`config.mk`:
```
export PLATFORM = sky130hd
export DESIGN_NAME = global_average_pool_int8_core
export DESIGN_NICKNAME = d
export VERILOG_FILES = /design/src/design/gap_pkg.sv /design/src/design/gap_front.sv /design/src/design/gap_queue.sv /design/src/design/gap_back.sv /design/src/design/global_average_pool_int8_core.sv
export SDC_FILE = /design/constraint.sdc
export NUM_CORES = 1
export LEC_CHECK = 0
export BUFFER_PORTS_ARGS = -buffer_cell sky130_fd_sc_hd__buf_2
export CAP_MARGIN = 20
export CORE_ASPECT_RATIO = 2
export CORE_UTILIZATION = 33
export CTS_CLUSTER_SIZE = 30
export DETAILED_ROUTE_END_ITERATION = 10
export PLACE_DENSITY = 0.46
export RECOVER_POWER = 50
export REMOVE_ABC_BUFFERS = 1
export SYNTH_ARGS = -nofsm -noshare
export SYNTH_HDL_FRONTEND = slang
export SYNTH_SLANG_ARGS = --single-unit
```
`constraint.sdc`:
```
create_clock -name clock -period 10.1 [get_ports clock]
set_input_delay 0.505 -clock clock [delete_from_list [all_inputs] [get_ports clock]]
set_output_delay 0.505 -clock clock [all_outputs]
set_load 0.03 [all_outputs]
```
`src/design/gap_pkg.sv`:
```
// Shared types and constants for the int8 global average pooling core.
`timescale 1ns / 1ps
package gap_pkg;

   localparam int SAMPLE_W      = 8;
   localparam int AVG_W         = 8;
   localparam int IDX_W         = 11;
   localparam int SPATIAL_REG_W = 13;
   localparam int CHANNEL_REG_W = 12;
   localparam int CSR_IDX_W     = 8;
   localparam int CSR_DATA_W    = 16;

   localparam logic [CSR_IDX_W-1:0] CSR_SPATIAL_SIZE  = 8'd0;
   localparam logic [CSR_IDX_W-1:0] CSR_CHANNEL_COUNT = 8'd1;

   localparam logic [SPATIAL_REG_W-1:0] SPATIAL_RESET = 13'd49;
   localparam logic [CHANNEL_REG_W-1:0] CHANNEL_RESET = 12'd1280;

   localparam logic signed [AVG_W-1:0] AVG_MAX   = 8'sd127;
   localparam logic signed [AVG_W-1:0] AVG_MIN   = -8'sd128;
   localparam logic [AVG_W-1:0]        POS_LIMIT = 8'd127;
   localparam logic [AVG_W-1:0]        NEG_LIMIT = 8'd128;

   // Quotient bits produced by the serial divider, one per cycle
   localparam int QUOT_W  = 8;
   localparam int STEP_W  = $clog2(QUOT_W);

   localparam int QUEUE_DEPTH = 2;
   localparam int QPTR_W      = $clog2(QUEUE_DEPTH);
   localparam int QCNT_W      = $clog2(QUEUE_DEPTH + 1);

   typedef enum logic [2:0] {
      ST_IDLE = 3'b001,
      ST_DIV  = 3'b010,
      ST_DONE = 3'b100
   } back_state_type;

endpackage

```
`src/design/gap_front.sv`:
```
// Front end: configuration registers, running sum and sample/channel counters.
`timescale 1ns / 1ps
module gap_front #(
   parameter int MAX_SPATIAL  = 4096,
   parameter int CHAN_LIMIT   = 2048,
   parameter int CNT_W        = 13,
   parameter int SUM_W        = 20,
   parameter int DATA_W       = 45
) (
   input  logic                                 clock,
   input  logic                                 reset,
   input  logic                                 csr_valid,
   output logic                                 csr_ready,
   input  logic [gap_pkg::CSR_IDX_W-1:0]        csr_index,
   input  logic [gap_pkg::CSR_DATA_W-1:0]       csr_data,
   input  logic                                 req_valid,
   output logic                                 req_stall,
   input  logic signed [gap_pkg::SAMPLE_W-1:0]  req_sample,
   input  logic                                 queue_full,
   output logic                                 push_valid,
   output logic [DATA_W-1:0]                    push_data
);
   import gap_pkg::*;

   localparam int CH_W  = (CHAN_LIMIT > 1) ? $clog2(CHAN_LIMIT) : 1;
   localparam int CHE_W = $clog2(CHAN_LIMIT + 1) + 1;

   logic [SPATIAL_REG_W-1:0] spatial_ff, spatial_in;
   logic [CHANNEL_REG_W-1:0] channels_ff, channels_in;
   logic signed [SUM_W-1:0]  sum_ff, sum_in;
   logic [CNT_W-1:0]         cnt_ff, cnt_in;
   logic [CH_W-1:0]          ch_ff, ch_in;

   logic [31:0]             sp_raw, ch_raw, ch_wide;
   logic [CNT_W-1:0]        sp_eff, cnt_next;
   logic [CHE_W-1:0]        ch_eff, ch_next;
   logic signed [SUM_W-1:0] sum_next;
   logic                    accept, chan_end, map_end;

   assign csr_ready = 1'b1;
   assign req_stall = queue_full;
   assign accept    = req_valid && !req_stall;

   always_comb begin
      spatial_in  = spatial_ff;
      channels_in = channels_ff;
      if (csr_valid && csr_ready) begin
         priority if (csr_index == CSR_SPATIAL_SIZE) begin
            spatial_in = csr_data[SPATIAL_REG_W-1:0];
         end else if (csr_index == CSR_CHANNEL_COUNT) begin
            channels_in = csr_data[CHANNEL_REG_W-1:0];
         end
      end
   end

   // Effective sizes: zero acts as one, oversize is clamped
   always_comb begin
      sp_raw = 32'(spatial_ff);
      ch_raw = 32'(channels_ff);
      if (sp_raw == 32'd0) sp_raw = 32'd1;
      else if (sp_raw > 32'(MAX_SPATIAL)) sp_raw = 32'(MAX_SPATIAL);
      if (ch_raw == 32'd0) ch_raw = 32'd1;
      else if (ch_raw > 32'(CHAN_LIMIT)) ch_raw = 32'(CHAN_LIMIT);
   end
   assign sp_eff = sp_raw[CNT_W-1:0];
   assign ch_eff = ch_raw[CHE_W-1:0];

   assign sum_next = sum_ff + SUM_W'(req_sample);
   assign cnt_next = cnt_ff + 1'b1;
   assign ch_next  = CHE_W'(ch_ff) + 1'b1;
   assign chan_end = cnt_next >= sp_eff;
   assign map_end  = ch_next >= ch_eff;
   assign ch_wide  = 32'(ch_ff);

   assign push_valid = accept && chan_end;
   assign push_data  = {sum_next, sp_eff, ch_wide[IDX_W-1:0], map_end};

   always_comb begin
      sum_in = sum_ff;
      cnt_in = cnt_ff;
      ch_in  = ch_ff;
      if (accept) begin
         if (chan_end) begin
            sum_in = '0;
            cnt_in = '0;
            ch_in  = map_end ? '0 : ch_next[CH_W-1:0];
         end else begin
            sum_in = sum_next;
            cnt_in = cnt_next;
         end
      end
   end

   always_ff @(posedge clock) begin
      if (reset) begin
         spatial_ff  <= SPATIAL_RESET;
         channels_ff <= CHANNEL_RESET;
         sum_ff      <= '0;
         cnt_ff      <= '0;
         ch_ff       <= '0;
      end else begin
         spatial_ff  <= spatial_in;
         channels_ff <= channels_in;
         sum_ff      <= sum_in;
         cnt_ff      <= cnt_in;
         ch_ff       <= ch_in;
      end
   end

endmodule

```
`src/design/gap_queue.sv`:
```
// Short FIFO between the accumulating front end and the dividing back end.
`timescale 1ns / 1ps
module gap_queue #(
   parameter int DATA_W = 45
) (
   input  logic              clock,
   input  logic              reset,
   input  logic              push_valid,
   input  logic [DATA_W-1:0] push_data,
   input  logic              pop,
   output logic              full,
   output logic              empty,
   output logic [DATA_W-1:0] head_data
);
   import gap_pkg::*;

   logic [DATA_W-1:0] entry_ff [QUEUE_DEPTH];
   logic [QPTR_W-1:0] wr_ptr_ff, wr_ptr_in, rd_ptr_ff, rd_ptr_in;
   logic [QCNT_W-1:0] count_ff, count_in;

   assign full      = count_ff == QCNT_W'(QUEUE_DEPTH);
   assign empty     = count_ff == '0;
   assign head_data = entry_ff[rd_ptr_ff];

   always_comb begin
      wr_ptr_in = wr_ptr_ff;
      rd_ptr_in = rd_ptr_ff;
      count_in  = count_ff;
      if (push_valid) begin
         wr_ptr_in = (32'(wr_ptr_ff) == QUEUE_DEPTH - 1) ? '0 : wr_ptr_ff + 1'b1;
      end
      if (pop) begin
         rd_ptr_in = (32'(rd_ptr_ff) == QUEUE_DEPTH - 1) ? '0 : rd_ptr_ff + 1'b1;
      end
      unique case ({push_valid, pop})
         2'b10:   count_in = count_ff + 1'b1;
         2'b01:   count_in = count_ff - 1'b1;
         default: count_in = count_ff;
      endcase
   end

   always_ff @(posedge clock) begin
      if (push_valid) entry_ff[wr_ptr_ff] <= push_data;
   end

   always_ff @(posedge clock) begin
      if (reset) begin
         wr_ptr_ff <= '0;
         rd_ptr_ff <= '0;
         count_ff  <= '0;
      end else begin
         wr_ptr_ff <= wr_ptr_in;
         rd_ptr_ff <= rd_ptr_in;
         count_ff  <= count_in;
      end
   end

   a_no_overflow: assert property (@(posedge clock) disable iff (reset)
      push_valid |-> !full || pop)
      else $error("transfer into full queue");

   a_no_underflow: assert property (@(posedge clock) disable iff (reset)
      pop |-> !empty)
      else $error("pop from empty queue");

   a_count_range: assert property (@(posedge clock) disable iff (reset)
      count_ff <= QCNT_W'(QUEUE_DEPTH))
      else $error("queue count out of range");

endmodule

```
`src/design/gap_back.sv`:
```
// Back end: rounding, bit-serial restoring division, saturation and result register.
`timescale 1ns / 1ps
module gap_back #(
   parameter int CNT_W  = 13,
   parameter int SUM_W  = 20,
   parameter int DATA_W = 45
) (
   input  logic                                clock,
   input  logic                                reset,
   input  logic                                queue_empty,
   input  logic [DATA_W-1:0]                   head_data,
   output logic                                pop,
   output logic                                rsp_valid,
   input  logic                                rsp_stall,
   output logic signed [gap_pkg::AVG_W-1:0]    rsp_average,
   output logic [gap_pkg::IDX_W-1:0]           rsp_channel_index,
   output logic                                rsp_last_channel
);
   import gap_pkg::*;

   localparam int DIV_W = SUM_W + 1;

   back_state_type state_ff, state_in;

   logic signed [SUM_W-1:0] h_sum;
   logic [CNT_W-1:0]        h_sp;
   logic [IDX_W-1:0]        h_idx;
   logic                    h_last;

   logic signed [DIV_W-1:0] sum_x;
   logic [DIV_W-1:0]        mag, dividend;
   logic [DIV_W:0]          trial;

   logic [DIV_W-1:0]  rem_ff, rem_in, dsh_ff, dsh_in;
   logic [QUOT_W-1:0] quot_ff, quot_in;
   logic [STEP_W-1:0] step_ff, step_in;
   logic              neg_ff, neg_in, last_ff, last_in;
   logic [IDX_W-1:0]  idx_ff, idx_in;

   logic              out_valid_ff, out_valid_in;
   logic signed [AVG_W-1:0] avg_ff, avg_in, avg_sat;
   logic [IDX_W-1:0]  out_idx_ff, out_idx_in;
   logic              out_last_ff, out_last_in;
   logic              out_free, load_out;

   assign {h_sum, h_sp, h_idx, h_last} = head_data;

   // Magnitude plus half the divisor, rounding half away from zero
   assign sum_x    = DIV_W'(h_sum);
   assign mag      = h_sum[SUM_W-1] ? DIV_W'(-sum_x) : DIV_W'(sum_x);
   assign dividend = mag + DIV_W'(h_sp >> 1);

   assign trial    = {1'b0, rem_ff} - {1'b0, dsh_ff};

   always_comb begin
      if (neg_ff) begin
         avg_sat = (quot_ff > NEG_LIMIT) ? AVG_MIN : AVG_W'(-quot_ff);
      end else begin
         avg_sat = (quot_ff > POS_LIMIT) ? AVG_MAX : AVG_W'(quot_ff);
      end
   end

   assign out_free = !out_valid_ff || !rsp_stall;
   assign pop      = (state_ff == ST_IDLE) && !queue_empty;
   assign load_out = (state_ff == ST_DONE) && out_free;

   always_comb begin
      state_in = state_ff;
      rem_in   = rem_ff;
      dsh_in   = dsh_ff;
      quot_in  = quot_ff;
      step_in  = step_ff;
      neg_in   = neg_ff;
      last_in  = last_ff;
      idx_in   = idx_ff;
      unique case (state_ff)
         ST_IDLE: begin
            if (pop) begin
               rem_in   = dividend;
               dsh_in   = DIV_W'(h_sp) << (QUOT_W - 1);
               quot_in  = '0;
               step_in  = STEP_W'(QUOT_W - 1);
               neg_in   = h_sum[SUM_W-1];
               last_in  = h_last;
               idx_in   = h_idx;
               state_in = ST_DIV;
            end
         end
         ST_DIV: begin
            if (!trial[DIV_W]) begin
               rem_in  = trial[DIV_W-1:0];
               quot_in = {quot_ff[QUOT_W-2:0], 1'b1};
            end else begin
               quot_in = {quot_ff[QUOT_W-2:0], 1'b0};
            end
            dsh_in  = dsh_ff >> 1;
            step_in = step_ff - 1'b1;
            if (step_ff == '0) state_in = ST_DONE;
         end
         ST_DONE: begin
            if (load_out) state_in = ST_IDLE;
         end
         default: state_in = ST_IDLE;
      endcase
   end

   always_comb begin
      out_valid_in = out_valid_ff;
      avg_in       = avg_ff;
      out_idx_in   = out_idx_ff;
      out_last_in  = out_last_ff;
      if (out_valid_ff && !rsp_stall) out_valid_in = 1'b0;
      if (load_out) begin
         out_valid_in = 1'b1;
         avg_in       = avg_sat;
         out_idx_in   = idx_ff;
         out_last_in  = last_ff;
      end
   end

   always_ff @(posedge clock) begin
      rem_ff      <= rem_in;
      dsh_ff      <= dsh_in;
      quot_ff     <= quot_in;
      step_ff     <= step_in;
      neg_ff      <= neg_in;
      last_ff     <= last_in;
      idx_ff      <= idx_in;
      avg_ff      <= avg_in;
      out_idx_ff  <= out_idx_in;
      out_last_ff <= out_last_in;
   end

   always_ff @(posedge clock) begin
      if (reset) begin
         state_ff     <= ST_IDLE;
         out_valid_ff <= 1'b0;
      end else begin
         state_ff     <= state_in;
         out_valid_ff <= out_valid_in;
      end
   end

   assign rsp_valid         = out_valid_ff;
   assign rsp_average       = avg_ff;
   assign rsp_channel_index = out_idx_ff;
   assign rsp_last_channel  = out_last_ff;

   a_state_onehot: assert property (@(posedge clock) disable iff (reset)
      $onehot(state_ff))
      else $error("back-end state not one-hot");

   a_div_length: assert property (@(posedge clock) disable iff (reset)
      pop |=> state_ff == ST_DIV && step_ff == STEP_W'(QUOT_W - 1))
      else $error("division did not start");

   a_load_when_free: assert property (@(posedge clock) disable iff (reset)
      load_out |-> !out_valid_ff || !rsp_stall)
      else $error("result overwritten before transfer");

endmodule

```
`src/design/global_average_pool_int8_core.sv`:
```
// Throughput: one sample per cycle while the two-entry queue has room; channel
// results are limited by the one-bit-per-cycle serial divider, which takes the next
// channel from the queue only once it is back in its idle state.
// Reset (synchronous): clears sum, counters, queue and result valid; spatial_size
// returns to 49 and channel_count to 1280.
// Top level of the int8 global average pooling core.
`timescale 1ns / 1ps
module global_average_pool_int8_core #(
   parameter int MAX_SPATIAL  = 4096,
   parameter int CHAN_LIMIT   = 2048
) (
   input  logic                                clock,
   input  logic                                reset,
   input  logic                                csr_valid,
   output logic                                csr_ready,
   input  logic [gap_pkg::CSR_IDX_W-1:0]       csr_index,
   input  logic [gap_pkg::CSR_DATA_W-1:0]      csr_data,
   input  logic                                req_valid,
   output logic                                req_stall,
   input  logic signed [gap_pkg::SAMPLE_W-1:0] req_sample,
   output logic                                rsp_valid,
   input  logic                                rsp_stall,
   output logic signed [gap_pkg::AVG_W-1:0]    rsp_average,
   output logic [gap_pkg::IDX_W-1:0]           rsp_channel_index,
   output logic                                rsp_last_channel
);
   import gap_pkg::*;

   localparam int CNT_W  = $clog2(MAX_SPATIAL + 1);
   localparam int SUM_W  = $clog2(MAX_SPATIAL) + SAMPLE_W;
   localparam int DATA_W = SUM_W + CNT_W + IDX_W + 1;

   logic              push_valid, queue_full, queue_empty, pop;
   logic [DATA_W-1:0] push_data, head_data;

   gap_front #(
      .MAX_SPATIAL  (MAX_SPATIAL),
      .CHAN_LIMIT   (CHAN_LIMIT),
      .CNT_W        (CNT_W),
      .SUM_W        (SUM_W),
      .DATA_W       (DATA_W)
   ) u_front (
      .clock      (clock),
      .reset      (reset),
      .csr_valid  (csr_valid),
      .csr_ready  (csr_ready),
      .csr_index  (csr_index),
      .csr_data   (csr_data),
      .req_valid  (req_valid),
      .req_stall  (req_stall),
      .req_sample (req_sample),
      .queue_full (queue_full),
      .push_valid (push_valid),
      .push_data  (push_data)
   );

   gap_queue #(
      .DATA_W (DATA_W)
   ) u_queue (
      .clock      (clock),
      .reset      (reset),
      .push_valid (push_valid),
      .push_data  (push_data),
      .pop        (pop),
      .full       (queue_full),
      .empty      (queue_empty),
      .head_data  (head_data)
   );

   gap_back #(
      .CNT_W  (CNT_W),
      .SUM_W  (SUM_W),
      .DATA_W (DATA_W)
   ) u_back (
      .clock             (clock),
      .reset             (reset),
      .queue_empty       (queue_empty),
      .head_data         (head_data),
      .pop               (pop),
      .rsp_valid         (rsp_valid),
      .rsp_stall         (rsp_stall),
      .rsp_average       (rsp_average),
      .rsp_channel_index (rsp_channel_index),
      .rsp_last_channel  (rsp_last_channel)
   );

endmodule
```
Word level (Yosys, flattened, before mapping):

Memories as Yosys holds them, arrays and structs flattened. A register that Yosys moved wholly into a read port is not among the register bits.
Index checks and enable logic that the tools add are counted.

* flip-flop bits (word level): 163
* latch bits: 0
* memory bits (writable): 90
* bits in read-only memories: 0
* input port bits: 37
* output and inout bits: 23
* word-level logic and storage cells: 110
* memories kept: 1

Memories
* u_queue.entry_ff: depth 2, bits a word 45, read ports 1, clocked after memory_dff 1, write ports 1, line gap_queue.sv:17 `logic [DATA_W-1:0] entry_ff [QUEUE_DEPTH];`

* $add $sub $neg: 12
* multipliers: 0
* div/mod/pow operators: 0
* $lt $le $gt $ge: 6
* equal/unequal tests: 11
* shift operators: 0
* mux-type cells: 34
* bitwise gates (word level): 1
* reduce and logical (&&, ||, !) cells: 25

Operators with widths (number)
* 2-to-1 mux 21 bit: 4
* one-hot mux 21 bit (2 select lines): 2
* 2-to-1 mux 13 bit: 4
* 2-to-1 mux 8 bit: 4
* >= comparator 13 bit: 2
* subtractor 21 x 21 -> 22 bit: 1
* adder 21 x 12 -> 21 bit: 1
* negation 20 -> 21 bit: 1
* adder 20 x 8 -> 20 bit: 1
* 2-to-1 mux 20 bit: 1
* one-hot mux 8 bit (2 select lines): 1
* adder 13 x 1 -> 13 bit, second input constant: 1
* greater-than comparator 13 bit, second input constant: 1
* logical NOT 13 bit: 1
* adder 11 x 1 -> 12 bit, second input constant: 1
* greater-than comparator 12 bit, second input constant: 1
* logical NOT 12 bit: 1
* 2-to-1 mux 12 bit: 1
* 2-to-1 mux 3 bit: 4
* 2-to-1 mux 11 bit: 1
* 2-to-1 mux 1 bit: 9
* one-hot mux 3 bit (3 select lines): 1
* AND reduction 3 bit: 3
* equality test 8 x 1 -> 1 bit, second input constant: 1
* other kinds (25): 41

Longest topological paths before layout:

Gate-level depths: netlist of run 1.

* depth in word-level cells: 7
* mapped depth: 18
* depth with buffers taken out: 16

Hierarchy:

From an unflattened synthesis of run 1, not the netlist that was laid out.

* cells, all modules: 1295
* area total of the unflattened synthesis: 13859.5 sq um

Modules (own cells, without submodules)
* gap_back: times used 1, cells each 563, area an instance 5689.2 sq um, sequential area each 2632.5 sq um
* gap_front: times used 1, cells each 570, area an instance 4730.8 sq um, sequential area each 1381.3 sq um
* gap_queue: times used 1, cells each 162, area an instance 3439.5 sq um, sequential area each 2802.7 sq um

Worst setup path before layout of run 1:

OpenSTA, ideal clock, no wires.

* kind: flip-flop to flip-flop
* from: reg u_back.state_ff[0]
* to: reg u_back.rem_ff[0], enable pin
* library setup time: 0.431 ns
* data arrival time: 4.944 ns
* data required time: 9.669 ns
* path slack: 4.725 ns
* stages on the path, launching flop included: 4
* path buffers: 0
* period minus slack after synthesis: 5.375 ns
* cell sequence: dfxtp_1 -> nor4b_1 -> nand2b_1 -> a21boi_0

* cells in the longest elaborated chain, start to end: 4
* elaborated cells on any way between the ends: 7
* classes of those cells: 4 x eq/ne; 3 x reduce/logical

Ends and longest elaborated chain
* start, declared: line gap_back.sv:23 `back_state_type state_ff, state_in;`
* start signal, assigned: line gap_back.sv:139 `state_ff <= state_in;`
* equality test 3 x 1 -> 1 bit: line gap_back.sv:64 `assign pop = (state_ff == ST_IDLE) && !queue_empty;`
* logical AND 1 bit: line gap_back.sv:64
* net pop: line global_average_pool_int8_core.sv:33 `logic push_valid, queue_full, queue_empty, pop;`
* inequality test 2 bit (no source line)
* AND reduction 3 bit (no source line)
* end signal, assigned: line gap_back.sv:122 `rem_ff <= rem_in;`
* end, declared: line gap_back.sv:34 `logic [DIV_W-1:0] rem_ff, rem_in, dsh_ff, dsh_in;`

The timed path passes the listed nets, and every way through them passes these cells.
A chain may end at the register's enable or synchronous reset.

==> metrics.csv, run 1 <==
stage,metric,value,unit
placement,IO buf count,55,
global_routing,GRT Overall Usage,15.4,%
cts,CTS H-tree depth,1,
placement,pre-CTS WS,4.86,ns
timing,period utilisation layout,56.1,%
timing,fmax,177,MHz
cts,CTS clock-pin slew for the worst setup and hold paths,0.07,ns
timing,setup violators final,0,
yosys,top cells by instance count after synthesis,"175 x edfxtp_1, 115 x nor2_1, 83 x ha_1",
global_routing,first-pass GRT wire length,51900,um
global_routing,gr ovfl total,0,
pwr,Worst VDD drop,0.130,mV
critical_path,"critical path fanouts, max",42,
drt,DR vias/cell,5.08,
placement,HPWL after detailed placement,24100,um
timing,setup TNS,0,ns
yosys,leading area contributor after synthesis,edfxtp_1,
critical_path,crit end category,flip-flop,
global_routing,initial antenna violation count,0,
critical_path,Setup CP Type,flip-flop to flip-flop,
drt,Antenna Violating Nets Remaining,0,
drt,Via Count,9579,
yosys,asr flop ratio synth,0,%
drt,DRT iter0 DRCs,401,
placement,placed inst area,0.0147,mm2
yosys,"flops & latches, synth",253,
yosys,cell with the most instances after synthesis,edfxtp_1,
yosys,dominant synthesized flop cell,edfxtp_1,
cts,"Setup Fix Bufs, Post-CTS",0,
yosys,Post-synth EDFFs,175,
yosys,post-synth top area share,38.1,%
drt,wire per inst,17.2,um
cts,CTS buffer count,25,
drt,first-pass detailed-route iteration total,4,
cts,clk sink count,253,
floorplan,Core Area,0.0411,mm2
timing,Pins Over Slew Limit,160,
cells_and_area,share of cells above drive strength 1,11.8,%
timing,Worst Hold Slack,0.183,ns
cts,root buffer cell,clkbuf_16,
placement,GPL Wtd Cong,0.776,
floorplan,die area,0.0426,mm2
drt,Routed Wire Length,32500,um
yosys,"Avg Cell Area, Syn",10.8,um2
cells_and_area,Final Net Count,1455,
cts,# hold bufs at CTS,0,
cts,Skew-Pair Late Insertion Delay,0.56,ns
status,status,"finished, violations left",
global_routing,vias in the first global route,9771,
yosys,"top cells by area, synth","edfxtp_1 38%, dfxtp_1 11%, ha_1 7.5%, nor2_1 3.1%, mux2i_1 3.1%",
critical_path,startpoint types,flip-flop,
floorplan,Die H,291,um
timing,setup ws final,4.44,ns
cells_and_area,area growth from synthesis to layout,12.7,%
floorplan,Ports,60,
flow_run,max_cap viols,3,
drt,residual DRC count,0,
pwr,Cell Pwr Density,217,mW/mm2
floorplan,Placement Rows,105,
yosys,Synth warnings,0,
status,failing checks,"max-capacitance violations, max-slew violations",
timing,Worst-Margin Slew,3.82,ns
timing,Relative slew margins,-155,%
global_routing,largest net degree at the start of global routing,77,
timing,unrepaired setup endpoints after global routing,false,
cts,clk buf depth,3,
cts,CTS tree,done,
pwr,Leakage,0.00602,uW
timing,"Hold Vio Cnt, Final",0,
yosys,Cells after Synth,1278,
floorplan,starting density of the core,33.5,%
floorplan,Chip Width,147,um
cells_and_area,fill count,4075,
min_path,Tightest Hold Check Type,primary input to flip-flop,
yosys,Post-Syn Area,0.0138,mm2
yosys,sequential area share after synthesis,49.5,%
critical_path,Required @ worst endpoint,10.31,ns
cells_and_area,final instance area,0.0155,mm2
timing,Final min period,5.66,ns
timing,Setup Skew,0.0154,ns
cts,CTS resizes,0,
yosys,synth unique cells,83,
critical_path,Critical Path AT,5.87,ns
-- state kept, by name, indices dropped and copies added, names as in the netlist, named ones only --
name and cells:
u_back.step_ff 3, u_front.cnt_ff 13, u_queue.wr_ptr_ff 1, u_front.sum_ff 20, u_queue.rd_ptr_ff 1, u_back.rsp_channel_index 11, u_back.rsp_average 8, u_back.rsp_last_channel 1
u_front.spatial_ff 13, u_back.neg_ff 1, u_queue.entry_ff 90, u_back.last_ff 1, u_front.ch_ff 11, u_back.dsh_ff 20, u_back.rsp_valid 1, u_front.channels_ff 12
u_queue.count_ff 2, u_back.rem_ff 21, u_back.quot_ff 8, u_back.state_ff 3, u_back.idx_ff 11
-- layout make-up --
class                   instances  area, um2  share of cell area [%]
diodes                          1       2.50                  0.0161
clock buffers                  25        626                    4.03
clock inverters                21        279                    1.80
inverters                      61        229                    1.47
multi-input cells             918       6540                    42.1
flip-flops and latches        253       6820                    43.9
well taps                     535        669                    4.31
repair buffers                 73        373                    2.40
-- power by group --
group / internal [uW] / switching, uW
sequential: 1270 / 77.3
clock: 594 / 436
combinational: 408 / 577
total: 2280 / 1090
-- cells in the final DEF (no fill, tap or decap), drive strengths merged, types with 45 or more instances in the layout --
master,count
clkbuf,53
ha,83
nor2,116
inv,66
buf,45
dfxtp,78
o21ai,51
xor2,46
nand2,80
edfxtp,175
a21oi,69
-- path summary, 6_finish.rpt --
check | start | to | slack, ns | cells after the start
worst min-delay path | csr_data[12] | u_front.spatial_ff[12] | 0.18 | 3
worst max-delay path | flip-flop | u_back.rem_ff[16] | 4.44 | 13
worst max register to register | flip-flop | u_back.rem_ff[16] | 4.44 | 13
worst min register to register | u_back.idx_ff[4] | u_back.rsp_channel_index[4] | 0.41 | 0
-- metal layers --
metal | GRT usage, % | vias to the layer above | share of wire (%)
li1 | - | 4853 | -
met1 | 15.6 | 4570 | 39
met2 | 30.6 | 109 | 55
met3 | 1.82 | 47 | 2.4
met4 | 6.91 | 0 | 3.6
met5 | 0 | - | 0
-- cells by family after synthesis --
family / share of synthesized area, %
buffers and inverters: 3.22
DFF: 49.5
xor gates and xnor gates: 5.26
adders and majority gates: 7.97
and+or+nand+nor: 14.4
other: 0.0272
AOI/OAI and AO/OA: 13.6
muxes: 6.06
-- critical path: stages (launching register included) --
cell,delay [ns]
dfxtp_1,1.19
buf_4,0.57
or4b_1,0.56
a222oi_1,0.73
and2_2,0.29
nor2_1,0.05
xnor2_1,0.12
ha_1,0.33
and2b_2,0.24
a41o_1,0.23
o21ai_0,0.59
nor3b_1,0.13
xnor2_1,0.17
mux2i_1,0.09
-- stage by stage --
step	util, %	instances	total power, uW
floorplan	-	1232	2110
global placement	35.7	1839	2360
detailed placement	35.7	1840	2370
CTS	37.9	1886	3420
global route	37.8	1886	3580
finish	37.8	1887	3370
Note: power is estimated with default switching activity, not from simulation.
==> run 2: changes to the inputs <==
--- a/config.mk
+++ b/config.mk
@@ -11,7 +11,7 @@
 export CORE_UTILIZATION = 33
 export CTS_CLUSTER_SIZE = 30
 export DETAILED_ROUTE_END_ITERATION = 10
-export PLACE_DENSITY = 0.46
+export PLACE_DENSITY = 0.48
 export RECOVER_POWER = 50
 export REMOVE_ABC_BUFFERS = 1
 export SYNTH_ARGS = -nofsm -noshare
==> constraint.sdc (replaced) <==
create_clock -name clock -period 4.8 [get_ports clock]
set_input_delay 0.24 -clock clock [delete_from_list [all_inputs] [get_ports clock]]
set_output_delay 0.24 -clock clock [all_outputs]
set_load 0.03 [all_outputs]
==> run 2 against run 1 <==
Against the previous run: the flow still finishes with violations (max-capacitance violations, max-slew violations); via count increased by 1.8%; first-iteration DRC count increased by 28%; wire length decreased by 0.56%; clock power increased by 100%; total power increased by 110%; die area unchanged; cell count increased by 1.1%; count of clock-buffer cells in the layout increased by 5; non-clock buffer count increased by 20; setup slack got worse by 3.8 ns; critical path type unchanged.
==> metrics.csv, run 2 (synthesized netlist as in run 1, its figures left out) <==
stage,metric,value,unit
status,status,"finished, violations left",
status,failing checks,"max-capacitance violations, max-slew violations",
critical_path,startpoint types,flip-flop,
floorplan,Chip Width,147,um
cells_and_area,"commonest non-fill, non-tap cell in the layout",edfxtp_1,
critical_path,"critical path fanouts, max",38,
min_path,Tightest Hold Check Type,primary input to flip-flop,
cells_and_area,max reg flops,90,
cts,CTS H-tree depth,1,
critical_path,Critical Path AT,4.34,ns
floorplan,Ports,60,
cells_and_area,area growth from synthesis to layout,14.0,%
floorplan,Core Area,0.0411,mm2
drt,wire per inst,17.0,um
timing,Relative slew margins,-69.8,%
cts,CTS resizes,0,
cells_and_area,most frequent cells in the layout,"175 x edfxtp_1, 114 x nor2_1, 83 x ha_1",
drt,Routed Wire Length,32400,um
cells_and_area,share of cells above drive strength 1,11.6,%
timing,Setup Skew,0.0168,ns
timing,"Hold Vio Cnt, Final",0,
global_routing,GR Util met2,30.3,%
pwr,Total Power,7020,uW
global_routing,met1 usage,14.9,%
placement,GPL Wtd Cong,0.771,
cts,CTS buffer count,25,
floorplan,Placement Rows,105,
critical_path,crit end category,flip-flop,
global_routing,GRT Overall Usage,15.2,%
global_routing,met3 usage in global routing,1.46,%
global_routing,vias in the first global route,10000,
timing,unrepaired setup endpoints after global routing,false,
timing,setup violators final,0,
critical_path,Setup CP Type,flip-flop to flip-flop,
cells_and_area,Final Non-Filler Cells,1907,
flow_run,max_cap viols,4,
cts,CTS clock-pin slew for the worst setup and hold paths,0.07,ns
floorplan,die area,0.0426,mm2
cts,root buffer cell,clkbuf_16,
cts,clk buf depth,3,
cells_and_area,Largest Register,u_queue.entry_ff,
cts,Skew-Pair Late Insertion Delay,0.55,ns
timing,setup ws final,0.669,ns
cells_and_area,Top Registers,"u_queue.entry_ff x90, u_back.rem_ff x21",
placement,HPWL after detailed placement,24500,um
critical_path,r2r endpoint,u_back.rem_ff[14],
placement,placed inst area,0.0147,mm2
floorplan,starting density of the core,33.5,%
timing,Worst-Margin Slew,2.55,ns
drt,DRT iter0 DRCs,514,
drt,first-pass detailed-route iteration total,6,
global_routing,initial antenna violation count,1,
timing,Worst Hold Slack,0.0368,ns
timing,Final min period,4.13,ns
cts,clk sink count,253,
drt,Via Count,9755,
critical_path,end of the critical path,u_back.rem_ff[14],
cells_and_area,fill count,4035,
timing,fmax,242,MHz
placement,DP Cell Count,1846,
timing,period utilisation layout,86.1,%
global_routing,busiest layer in global routing,met2,
placement,pre-CTS WS,0.736,ns
floorplan,Die H,291,um
cells_and_area,Final Net Count,1475,
global_routing,gr ovfl total,0,
pwr,Worst VDD drop,0.251,mV
critical_path,Required @ worst endpoint,5.01,ns
cts,CTS tree,done,
cells_and_area,final instance area,0.0157,mm2
drt,DR vias/cell,5.12,
placement,IO buf count,55,
pwr,Leakage,0.00612,uW
timing,Pins Over Slew Limit,169,
critical_path,reg2reg setup slack,0.67,ns
critical_path,R2R cell count,14,
global_routing,first-pass GRT wire length,51300,um
global_routing,largest net degree at the start of global routing,54,
drt,residual DRC count,0,
pwr,Cell Pwr Density,447,mW/mm2
drt,Antenna Violating Nets Remaining,0,
-- run 2: layer usage --
metal / wire length (um) / vias up
li1: - / 4896
met1: 12100 / 4674
met2: 18000 / 131
met3: 690 / 54
met4: 1560 / 0
met5: 0 / -
-- run 2: how the worst min path moves through the flow --
stage | from | end | slack [ns] | cells past startpoint
6_report | csr_data[8] | u_front.spatial_ff[8] | 0.04 | 3
5_1_grt | csr_data[8] | u_front.spatial_ff[8] | 0.04 | 3
3_3_place_gp | u_back.idx_ff[10] | u_back.rsp_channel_index[10] | 0.41 | 0
3_5_place_dp | u_back.idx_ff[6] | u_back.rsp_channel_index[6] | 0.40 | 0
2_1_floorplan | reset | u_back.rsp_valid | 0.31 | 1
4_1_cts | csr_data[8] | u_front.spatial_ff[8] | 0.01 | 3
-- run 2: layout make-up --
type | instances | area [um2] | share of cell area [%]
flip-flops and latches | 253 | 6820 | 43.4
multi-input cells | 918 | 6540 | 41.6
clock buffers | 30 | 696 | 4.43
well taps | 535 | 669 | 4.26
repair buffers | 93 | 567 | 3.61
inverters | 61 | 229 | 1.46
clock inverters | 16 | 189 | 1.20
diodes | 1 | 2.50 | 0.0159
-- run 2: stage by stage --
| step | TNS [ns] | util, % |
|---|---|---|
| after detailed placement | 0 | 35.9 |
| final | 0 | 38.2 |
| after global placement | 0 | 35.9 |
| after global routing | 0 | 38.2 |
| after CTS | 0 | 38.3 |
| after floorplan | -42.79 | - |
-- run 2: where the power goes --
group	total, uW	switching [uW]	internal (uW)
Sequential	2810	130	2680
Clock	2080	872	1210
Combinational	2130	1260	868
-- run 2: worst max-delay path: stages (launching register included) --
cell,delay [ns]
dfxtp_1,0.53
buf_4,0.43
nor3_1,0.13
o221ai_1,0.62
o21ai_0,0.23
xor2_1,0.20
ha_1,0.36
a21oi_1,0.15
and2b_2,0.25
a41o_1,0.23
o21ai_0,0.16
buf_4,0.17
nor3_1,0.04
o21ai_0,0.14
o21ai_0,0.13
-- run 2: what timing repair did --
item                                   CTS  global route
endpoints found under the hold margin   23             0
hold buffers                            13             0
setup buffers                            0             0
==> run 3: changes to the inputs <==
--- a/config.mk
+++ b/config.mk
@@ -11,6 +11,8 @@
 export CORE_UTILIZATION = 33
 export CTS_CLUSTER_SIZE = 30
 export DETAILED_ROUTE_END_ITERATION = 10
+export GPL_TIMING_DRIVEN = 0
+export MAX_ROUTING_LAYER = met4
 export PLACE_DENSITY = 0.48
 export RECOVER_POWER = 50
 export REMOVE_ABC_BUFFERS = 1
==> run 3 against run 2 <==
Against the previous run: largest cell class unchanged; highest routed layer unchanged; core utilization is 0.058 points higher; cell count decreased by 0.31%; the flow still finishes with violations (max-capacitance violations, max-slew violations); total power is 1.5% lower.
==> metrics.csv, run 3 (synthesized netlist as in run 1, its figures left out) <==
stage,metric,value,unit
cells_and_area,"commonest non-fill, non-tap cell in the layout",edfxtp_1,
cells_and_area,most frequent cells in the layout,"175 x edfxtp_1, 114 x nor2_1, 83 x ha_1",
cells_and_area,ANT cells,0,
placement,GPL Wtd Cong,0.810,
placement,placed inst area,0.0148,mm2
timing,Setup Skew,0.0192,ns
drt,wire per inst,16.8,um
critical_path,Critical Path AT,4.57,ns
cells_and_area,max reg flops,90,
global_routing,GRT Overall Usage,15.7,%
pwr,Worst VDD drop,0.303,mV
timing,Relative slew margins,-23.4,%
cts,clk sink count,253,
timing,unrepaired setup endpoints after global routing,false,
drt,Routed Wire Length,31900,um
cells_and_area,Final Net Count,1470,
pwr,Cell Pwr Density,440,mW/mm2
cells_and_area,Final Non-Filler Cells,1901,
timing,setup violators final,0,
timing,Final min period,4.31,ns
floorplan,starting density of the core,33.5,%
pwr,Leakage,0.00612,uW
min_path,Tightest Hold Check Type,primary input to flip-flop,
cells_and_area,post-layout util,38.3,%
drt,residual DRC count,0,
cts,Skew-Pair Late Insertion Delay,0.55,ns
flow_run,max_cap viols,2,
critical_path,"critical path fanouts, max",36,
global_routing,largest net degree at the start of global routing,79,
global_routing,first-pass GRT wire length,51700,um
cts,clk buf depth,3,
floorplan,Die H,291,um
cts,root buffer cell,clkbuf_16,
floorplan,Ports,60,
critical_path,Setup CP Type,flip-flop to flip-flop,
placement,DP Cell Count,1836,
timing,Pins Over Slew Limit,47,
cells_and_area,final instance area,0.0157,mm2
timing,Worst-Margin Slew,1.85,ns
global_routing,gr ovfl total,0,
cells_and_area,area growth from synthesis to layout,14.1,%
global_routing,initial antenna violation count,0,
cells_and_area,share of cells above drive strength 1,11.6,%
placement,HPWL after detailed placement,23800,um
drt,Antenna Violating Nets Remaining,0,
floorplan,Placement Rows,105,
drt,first-pass detailed-route iteration total,5,
status,failing checks,"max-capacitance violations, max-slew violations",
cells_and_area,Top Registers,"u_queue.entry_ff x90, u_back.rem_ff x21",
timing,setup TNS,0,ns
timing,period utilisation layout,89.9,%
global_routing,vias in the first global route,9848,
cts,CTS tree,done,
cts,CTS H-tree depth,1,
cts,CTS buffer count,25,
cells_and_area,Largest Register,u_queue.entry_ff,
critical_path,crit end category,flip-flop,
floorplan,die area,0.0426,mm2
critical_path,Required @ worst endpoint,5.05,ns
critical_path,startpoint types,flip-flop,
placement,IO buf count,55,
drt,DRT iter0 DRCs,396,
floorplan,Chip Width,147,um
pwr,Total Power,6920,uW
drt,Via Count,9574,
timing,fmax,232,MHz
status,status,"finished, violations left",
drt,DR vias/cell,5.04,
timing,"Hold Vio Cnt, Final",0,
floorplan,Core Area,0.0411,mm2
cts,CTS clock-pin slew for the worst setup and hold paths,0.07,ns
run 3: repair_timing:
item                                   4_1_cts  5_1_grt
setup endpoints to repair                   67       83
setup buffers                                1        2
hold buffers                                15        0
endpoints found under the hold margin       33        0
resized for setup                            5        6
pin swaps                                    0        0
run 3: metrics by stage:
stage | setup slack [ns] | hold WS (ns)
detailed placement | -0.421 | 0.408
CTS | 0.100 | 0.0982
floorplan | -0.613 | 0.309
finish | 0.486 | 0.107
global placement | -3.01 | 0.404
global route | 0.0423 | 0.118
run 3: report_power, final:
| group | switching, uW | internal, uW |
|---|---|---|
| clock | 866 | 1090 |
| sequential | 170 | 2680 |
| combinational | 1220 | 889 |
run 3: cell type report:
type	count	area, um2
timing repair buffer	88	618
fill	4056	25400
inverter	61	229
clock inverter	18	164
clock buffer	28	647
sequential	253	6820
multi-input combinational	918	6580
tap	535	669
run 3: worst paths after layout:
kind	startpoint	to	slack [ns]	cells past startpoint
worst max-delay path	flip-flop	u_back.rem_ff[15]	0.49	13
worst min-delay path	req_sample[0]	u_queue.entry_ff[1][25]	0.11	2
worst max register to register	flip-flop	u_back.rem_ff[15]	0.49	13
worst min register to register	u_back.idx_ff[6]	u_back.rsp_channel_index[6]	0.42	0
run 3: critical path, stage by stage, from the launching register on:
cell and delay (ns):
dfxtp_4 0.65, mux2i_2 0.40, buf_4 0.24, inv_1 0.26, o21ai_1 0.36, ha_1 0.29, a21oi_1 0.19, o21ai_0 0.18
a2111oi_2 0.44, nor3_1 0.14, nor3_1 0.41, or3_4 0.22, xor2_1 0.13, o21ai_1 0.07
run 3: metal layers:
| layer | wire, um | track usage (%) | part of all wire (%) |
|---|---|---|---|
| met5 | 0 | - | 0 |
| met4 | 1380 | 7.09 | 4.3 |
| met3 | 724 | 1.61 | 2.3 |
| met2 | 17800 | 30.7 | 56 |
| met1 | 12000 | 15.2 | 38 |
